$ cat src/rtl/lfb_pkg.sv
// Package of the likelihood field builder: payload structs, operation and
// status codes, and the command and result structs between its modules.
// No dependencies.
`default_nettype none

package lfb_pkg;

  localparam int unsigned CFG_W     = 9;
  localparam int unsigned CFG_IDX_W = 2;
  localparam int unsigned LIK_W     = 8;

  // Configuration register indexes.
  localparam logic [CFG_IDX_W-1:0] REG_MAP_WIDTH  = 2'd0;
  localparam logic [CFG_IDX_W-1:0] REG_MAP_HEIGHT = 2'd1;
  localparam logic [CFG_W-1:0]     MAP_SIDE_RESET = 9'd256;

  // Operation codes of an input item.
  localparam logic [1:0] OP_LOAD  = 2'd0;
  localparam logic [1:0] OP_BUILD = 2'd1;
  localparam logic [1:0] OP_READ  = 2'd2;

  // Status codes of a result item.
  localparam logic [1:0] ST_BUILD_DONE = 2'd0;
  localparam logic [1:0] ST_READ_OK    = 2'd1;
  localparam logic [1:0] ST_READ_OUT   = 2'd2;

  // Occupancy byte that marks a cell as occupied.
  localparam logic [7:0] OCC_CODE = 8'd100;

  typedef struct packed {
    logic [1:0] operation;
    logic [7:0] col;
    logic [7:0] row;
    logic [7:0] cell_value;
  } lfb_in_t;

  typedef struct packed {
    logic [1:0]       status;
    logic [LIK_W-1:0] likelihood;
  } lfb_out_t;

  // Commands from the sequencer to the datapath, valid for one cycle.
  typedef struct packed {
    logic       occ_wr;
    logic       occ_bit;
    logic       gap_fwd;
    logic       gap_bwd;
    logic       gap_acc;
    logic       first;
    logic       sar_init;
    logic       sar_step;
    logic [2:0] sar_bit;
    logic       lik_wr;
    logic       lik_zero;
  } lfb_cmd_t;

  // Result request from the sequencer to the output register.
  typedef struct packed {
    logic       valid;
    logic [1:0] status;
    logic       use_data;
  } lfb_emit_t;

endpackage

`default_nettype wire

$ cat src/rtl/lfb_ctrl.sv
// Sequencer of the likelihood field builder: input handshake, load and read
// handling, and the row scan and cell walk of a build. Depends on lfb_pkg.
`default_nettype none

module lfb_ctrl
  import lfb_pkg::*;
#(
  parameter int unsigned MAX_SIDE = 256,
  parameter int unsigned RADIUS   = 50
) (
  input  wire logic                                          clk_i,
  input  wire logic                                          rst_ni,
  input  wire logic                                          in_valid_i,
  input  wire lfb_in_t                                       in_i,
  output logic                                               in_stall_o,
  input  wire logic                                          out_busy_i,
  input  wire logic [(($clog2(MAX_SIDE+1) > 9) ? $clog2(MAX_SIDE+1) : 9)-1:0] eff_w_i,
  input  wire logic [(($clog2(MAX_SIDE+1) > 9) ? $clog2(MAX_SIDE+1) : 9)-1:0] eff_h_i,
  output lfb_cmd_t                                           cmd_o,
  output logic      [$clog2(MAX_SIDE)-1:0]                   cmd_x_o,
  output logic      [$clog2(MAX_SIDE)-1:0]                   cmd_y_o,
  output logic      [$clog2(MAX_SIDE)-1:0]                   cmd_r_o,
  output lfb_emit_t                                          emit_o
);

  localparam int unsigned C_W   = $clog2(MAX_SIDE);
  localparam int unsigned DIM_W = $clog2(MAX_SIDE + 1);
  localparam int unsigned EXT_W = (DIM_W > 9) ? DIM_W : 9;
  localparam logic [EXT_W-1:0] SIDE_M1 = EXT_W'(MAX_SIDE - 1);
  localparam logic [EXT_W-1:0] RAD     = EXT_W'(RADIUS);

  localparam logic [3:0] S_IDLE   = 4'd0;
  localparam logic [3:0] S_READ   = 4'd1;
  localparam logic [3:0] S_P1_FWD = 4'd2;
  localparam logic [3:0] S_P1_GAP = 4'd3;
  localparam logic [3:0] S_P1_BWD = 4'd4;
  localparam logic [3:0] S_P1_END = 4'd5;
  localparam logic [3:0] S_P2_SET = 4'd6;
  localparam logic [3:0] S_P2_ACC = 4'd7;
  localparam logic [3:0] S_P2_DRN = 4'd8;
  localparam logic [3:0] S_P2_SAR = 4'd9;
  localparam logic [3:0] S_P2_WR  = 4'd10;
  localparam logic [3:0] S_DONE   = 4'd11;

  logic [3:0]       state_q, state_d;
  logic [EXT_W-1:0] x_q, x_d, y_q, y_d, r_q, r_d, r_hi_q, r_hi_d;
  logic [2:0]       bit_q, bit_d;
  logic             first_q, first_d;
  logic             inmap_q, inmap_d;
  logic             rd_inside_q, rd_inside_d;
  logic             built_q, built_d;

  logic             accept;
  logic             cell_in_map;
  logic [EXT_W-1:0] col_ext, row_ext;
  logic [EXT_W-1:0] w_m1, h_m1;
  logic [EXT_W-1:0] r_lo, r_hi, y_plus;

  assign in_stall_o = (state_q != S_IDLE) || out_busy_i;
  assign accept     = in_valid_i && !in_stall_o;

  assign col_ext     = EXT_W'(in_i.col);
  assign row_ext     = EXT_W'(in_i.row);
  assign cell_in_map = (col_ext < eff_w_i) && (row_ext < eff_h_i);
  assign w_m1        = eff_w_i - EXT_W'(1);
  assign h_m1        = eff_h_i - EXT_W'(1);

  // Rows of the cone window around the current cell, clipped to the map.
  assign r_lo   = (y_q >= RAD) ? (y_q - RAD) : '0;
  assign y_plus = y_q + RAD;
  assign r_hi   = (y_plus > h_m1) ? h_m1 : y_plus;

  always_comb begin
    state_d     = state_q;
    x_d         = x_q;
    y_d         = y_q;
    r_d         = r_q;
    r_hi_d      = r_hi_q;
    bit_d       = bit_q;
    first_d     = first_q;
    inmap_d     = inmap_q;
    rd_inside_d = rd_inside_q;
    built_d     = built_q;
    cmd_o       = '0;
    cmd_x_o     = x_q[C_W-1:0];
    cmd_y_o     = y_q[C_W-1:0];
    cmd_r_o     = r_q[C_W-1:0];
    emit_o      = '0;

    unique case (state_q)
      S_IDLE: begin
        cmd_x_o = col_ext[C_W-1:0];
        cmd_y_o = row_ext[C_W-1:0];
        if (accept) begin
          unique case (in_i.operation)
            OP_LOAD: begin
              cmd_o.occ_wr  = cell_in_map;
              cmd_o.occ_bit = (in_i.cell_value == OCC_CODE);
            end
            OP_BUILD: begin
              built_d = 1'b1;
              x_d     = '0;
              y_d     = '0;
              if ((eff_w_i == '0) || (eff_h_i == '0)) begin
                state_d = S_P2_SET;
              end else begin
                state_d = S_P1_FWD;
              end
            end
            OP_READ: begin
              rd_inside_d = cell_in_map;
              state_d     = S_READ;
            end
            default: begin
            end
          endcase
        end
      end

      S_READ: begin
        emit_o.valid    = 1'b1;
        emit_o.status   = rd_inside_q ? ST_READ_OK : ST_READ_OUT;
        emit_o.use_data = rd_inside_q && built_q;
        state_d         = S_IDLE;
      end

      S_P1_FWD: begin
        cmd_o.gap_fwd = 1'b1;
        cmd_o.first   = (x_q == '0);
        if (x_q == w_m1) begin
          state_d = S_P1_GAP;
        end else begin
          x_d = x_q + EXT_W'(1);
        end
      end

      // The last forward write of the row lands here, before the backward
      // pass reads that cell.
      S_P1_GAP: begin
        state_d = S_P1_BWD;
      end

      S_P1_BWD: begin
        cmd_o.gap_bwd = 1'b1;
        cmd_o.first   = (x_q == w_m1);
        if (x_q == '0) begin
          if (y_q == h_m1) begin
            y_d     = '0;
            state_d = S_P1_END;
          end else begin
            y_d     = y_q + EXT_W'(1);
            state_d = S_P1_FWD;
          end
        end else begin
          x_d = x_q - EXT_W'(1);
        end
      end

      S_P1_END: begin
        state_d = S_P2_SET;
      end

      S_P2_SET: begin
        inmap_d = (x_q < eff_w_i) && (y_q < eff_h_i);
        r_d     = r_lo;
        r_hi_d  = r_hi;
        first_d = 1'b1;
        state_d = inmap_d ? S_P2_ACC : S_P2_WR;
      end

      S_P2_ACC: begin
        cmd_o.gap_acc = 1'b1;
        cmd_o.first   = first_q;
        first_d       = 1'b0;
        if (r_q == r_hi_q) begin
          state_d = S_P2_DRN;
        end else begin
          r_d = r_q + EXT_W'(1);
        end
      end

      S_P2_DRN: begin
        cmd_o.sar_init = 1'b1;
        bit_d          = '1;
        state_d        = S_P2_SAR;
      end

      S_P2_SAR: begin
        cmd_o.sar_step = 1'b1;
        cmd_o.sar_bit  = bit_q;
        if (bit_q == '0) begin
          state_d = S_P2_WR;
        end else begin
          bit_d = bit_q - 3'd1;
        end
      end

      S_P2_WR: begin
        cmd_o.lik_wr   = 1'b1;
        cmd_o.lik_zero = !inmap_q;
        state_d        = S_P2_SET;
        if (x_q == SIDE_M1) begin
          x_d = '0;
          if (y_q == SIDE_M1) begin
            state_d = S_DONE;
          end else begin
            y_d = y_q + EXT_W'(1);
          end
        end else begin
          x_d = x_q + EXT_W'(1);
        end
      end

      S_DONE: begin
        if (!out_busy_i) begin
          emit_o.valid  = 1'b1;
          emit_o.status = ST_BUILD_DONE;
          state_d       = S_IDLE;
        end
      end

      default: begin
        state_d = S_IDLE;
      end
    endcase
  end

  always_ff @(posedge clk_i or negedge rst_ni) begin
    if (!rst_ni) begin
      state_q     <= S_IDLE;
      x_q         <= '0;
      y_q         <= '0;
      r_q         <= '0;
      r_hi_q      <= '0;
      bit_q       <= '0;
      first_q     <= 1'b0;
      inmap_q     <= 1'b0;
      rd_inside_q <= 1'b0;
      built_q     <= 1'b0;
    end else begin
      state_q     <= state_d;
      x_q         <= x_d;
      y_q         <= y_d;
      r_q         <= r_d;
      r_hi_q      <= r_hi_d;
      bit_q       <= bit_d;
      first_q     <= first_d;
      inmap_q     <= inmap_d;
      rd_inside_q <= rd_inside_d;
      built_q     <= built_d;
    end
  end

endmodule

`default_nettype wire

$ cat config.mk
export PLATFORM = sky130hd
export DESIGN_NAME = lfb_ctrl
export DESIGN_NICKNAME = d
export VERILOG_FILES = /design/src/rtl/lfb_pkg.sv /design/src/rtl/lfb_ctrl.sv
export SDC_FILE = /design/constraint.sdc
export NUM_CORES = 1
export LEC_CHECK = 0
export ABC_AREA = 1
export BUFFER_PORTS_ARGS = -buffer_cell sky130_fd_sc_hd__buf_2
export CORE_UTILIZATION = 45
export DETAILED_ROUTE_END_ITERATION = 12
export PLACE_DENSITY = 0.69
export SLEW_MARGIN = 20
export SYNTH_ARGS = -nofsm -noshare
export SYNTH_HDL_FRONTEND = slang
export SYNTH_SLANG_ARGS = --single-unit
$ cat constraint.sdc
create_clock -name clk_i -period 2.63 [get_ports clk_i]
set_input_delay 0.3945 -clock clk_i [delete_from_list [all_inputs] [get_ports clk_i]]
set_output_delay 0.3945 -clock clk_i [all_outputs]
set_load 0.005 [all_outputs]
==> impl_metrics.tcl <==
set metrics [dict create \
    status "finished, violations left" \
    failed_checks "design-rule violations" \
    cts_tree "built" \
    grt_overflow 0 \
    final_common_cell "nand2_1" \
    drive_above_1_share 0.226 \
    htreeDepth 2 \
    rrSetupSlack_ns 0.1 \
    worst_path_largest_cell_delay_ns 0.41 \
    hold_class "primary input to async pin" \
    cp_num_buf_inv 4 \
    numCtsBuffers 5 \
    ys.flop_type "dfrtp_1" \
    clock_path_buffers 2 \
    antenna_cells 0 \
    tightest_slew_ns 0.491 \
    fmax_mhz 395 \
    ys.warnings.count 0 \
    rows 39 \
    synth_edf_count 0 \
    hold_viol 0 \
    cp_top_family "compound AO/OA/AOI/OAI gates" \
    pin_count 90 \
    path_clk_slew_ns 0.07 \
    final_antenna_net_count 0 \
    vias 5652 \
    finalCriticalPeriod_ns 2.53 \
    worstPathCellList "buf_4, buf_4, inv_1, ha_2, ha_1, a21oi_1, o21ai_1, a21oi_2, o21ai_2, nand2_2, clkinvlp_4, o211ai_1, nand2_1" \
    dpl.hpwl_um 12700 \
    portBuffers 89 \
    cts_hold_buf 0 \
    async_flop_share 1.00 \
    die_height_um 111 \
    placed_area_um2 6160 \
    yosysSeqAreaShare 0.220 \
    crit_fanout 6 \
    mostFrequentLayoutCells "224 x nand2_1, 89 x inv_1, 89 x buf_2" \
    ys_ff_latch 47 \
    grt_usage 0.255 \
    drc 4 \
    antenna_found_initial 0 \
    fin_crit_sh 0.963 \
    rsz0062_at_grt "yes" \
    synth_cells 824 \
    synth_area_per_cell_um2 6.49 \
    insertion_delay_ns 0.29 \
    path_common_cell "buf_4" \
    vias_per_cell 5.17 \
    place_ws_ns -0.0130 \
    slew_viol_final 0 \
    setup-violations-final 0 \
    grt_max_degree 32 \
    core_area_um2 11500 \
    synth_area_um2 5350 \
    drt-initial-drc-count 366 \
    power_mw 4.98 \
    tns_ns 0 \
    syn_to_final_growth_pct 22.5 \
    syn_nets 928 \
    num-nets-final 1053 \
    clock-sinks 47 \
    end_kind "register" \
    crit_required_ns 2.80 \
    grt_pass1_wl_um 25400 \
    cts_root_buffer "clkbuf_16" \
    finalWirelength_um 15600 \
    critical_path_class "register to register" \
    skew_ns 0.00676 \
    max_slew_margin 0.672 \
    die_area_um2 12300 \
    fp.dieW_um 111 \
    slowest_stage "dfrtp_1" \
    first_global_vias 5160 \
    netlist-cell-type-count 46 \
    start_util 0.465 \
    fillers 1144 \
    design_area_um2 6560 \
    gp_congestion 0.919 \
    wire_per_inst_um 14.3 \
    finalWorstSetupSlack_ns 0.0978 \
    vdd_drop_max_v 0.000426 \
    power_density_nw_per_um2 760 \
    crit_path_start_kind "register" \
    p_leak_nw 3.51 \
    drt_pass1_iterations 9 \
    max-cap-violations 0 \
    arrival_ns 2.71 \
]
-- cells by family (layout without fill, tap and decap cells) --
logic type	Yosys count	in the layout	synth area share
fa+ha+maj	56	56	0.131
xor+xnor	33	33	0.0606
compound gates	135	135	0.141
flops	47	47	0.220
buf+inv	130	256	0.0998
simple gates	423	423	0.348
-- report_power, final --
part / internal (mW) / total [mW] / switching (mW)
registers: 0.961 / 1.18 / 0.223
clock network: 0.551 / 0.838 / 0.286
logic: 1.11 / 2.96 / 1.85
-- per-layer routing --
metal  up-vias  wire (um)  part of all wire  global-route usage
li1       2938          -                 -                   -
met1      2538       7560              0.48               0.370
met2       156       6920              0.44               0.402
met3        20        891             0.057              0.0350
met4         0        225             0.014              0.0550
met5         -          0                 0                   0
-- path summary, 6_finish.rpt --
check,startpoint,endpoint,cells past startpoint
setup / recovery,y_q[2],r_hi_q[7],13
hold / removal,rst_ni,state_q[1],1
setup reg to reg,y_q[2],r_hi_q[7],13
hold reg to reg,built_q,built_q,2
max in group asynchronous,rst_ni,x_q[1],2
min in group clk_i,in_i[25],built_q,4
-- sequential cells by signal (all words and copies together) (netlist names) --
name,flops
bit_q,3
built_q,1
first_q,1
inmap_q,1
r_hi_q,9
r_q,9
rd_inside_q,1
state_q,4
x_q,9
y_q,9
-- synthesized netlist by cell type, types with 7 or more instances --
cell type  instances  share of area
clkbuf_1           9         0.0063
inv_1             92          0.065
nand2_1          228           0.16
xor2_1            24          0.039
a21oi_1           34          0.032
ha_1              56           0.13
nand4_1            9          0.011
nor3_1            17          0.016
nor2_1            89          0.062
o211ai_1           8          0.011
buf_4              8          0.011
nand3_1           47          0.044
dfrtp_1           47           0.22
o21ai_0           63          0.059
o21ai_1            7         0.0065
inv_2             11         0.0077
-- per-stage QoR --
| step | utilization | hold WS, ns | instances |
|---|---|---|---|
| 2_1_floorplan | - | 0.0989 | 824 |
| 3_3_place_gp | 0.535 | 0.334 | 1075 |
| 3_5_place_dp | 0.535 | 0.337 | 1075 |
| 4_1_cts | 0.552 | 0.0250 | 1083 |
| 5_1_grt | 0.569 | 0.0326 | 1093 |
| 6_report | 0.569 | 0.0188 | 1093 |
-- area by class of cell --
cell class | instances | area, um2 | share of cell area
Clock buffer | 5 | 125 | 0.0191
Clock inverter | 3 | 71.3 | 0.0109
Inverter | 107 | 412 | 0.0628
Multi-Input combinational cell | 647 | 3750 | 0.572
Sequential cell | 47 | 1180 | 0.179
Tap cell | 143 | 179 | 0.0273
Timing Repair Buffer | 140 | 832 | 0.127
Timing Repair inverter | 1 | 7.51 | 0.00115
-- repair_timing --
action                                 in CTS  in global routing
buffers inserted                            0                  9
setup endpoints to repair                   0                 10
endpoints found under the hold margin       0                  0
resized for setup                           0                 35
Power figures use the tool's default switching activity.
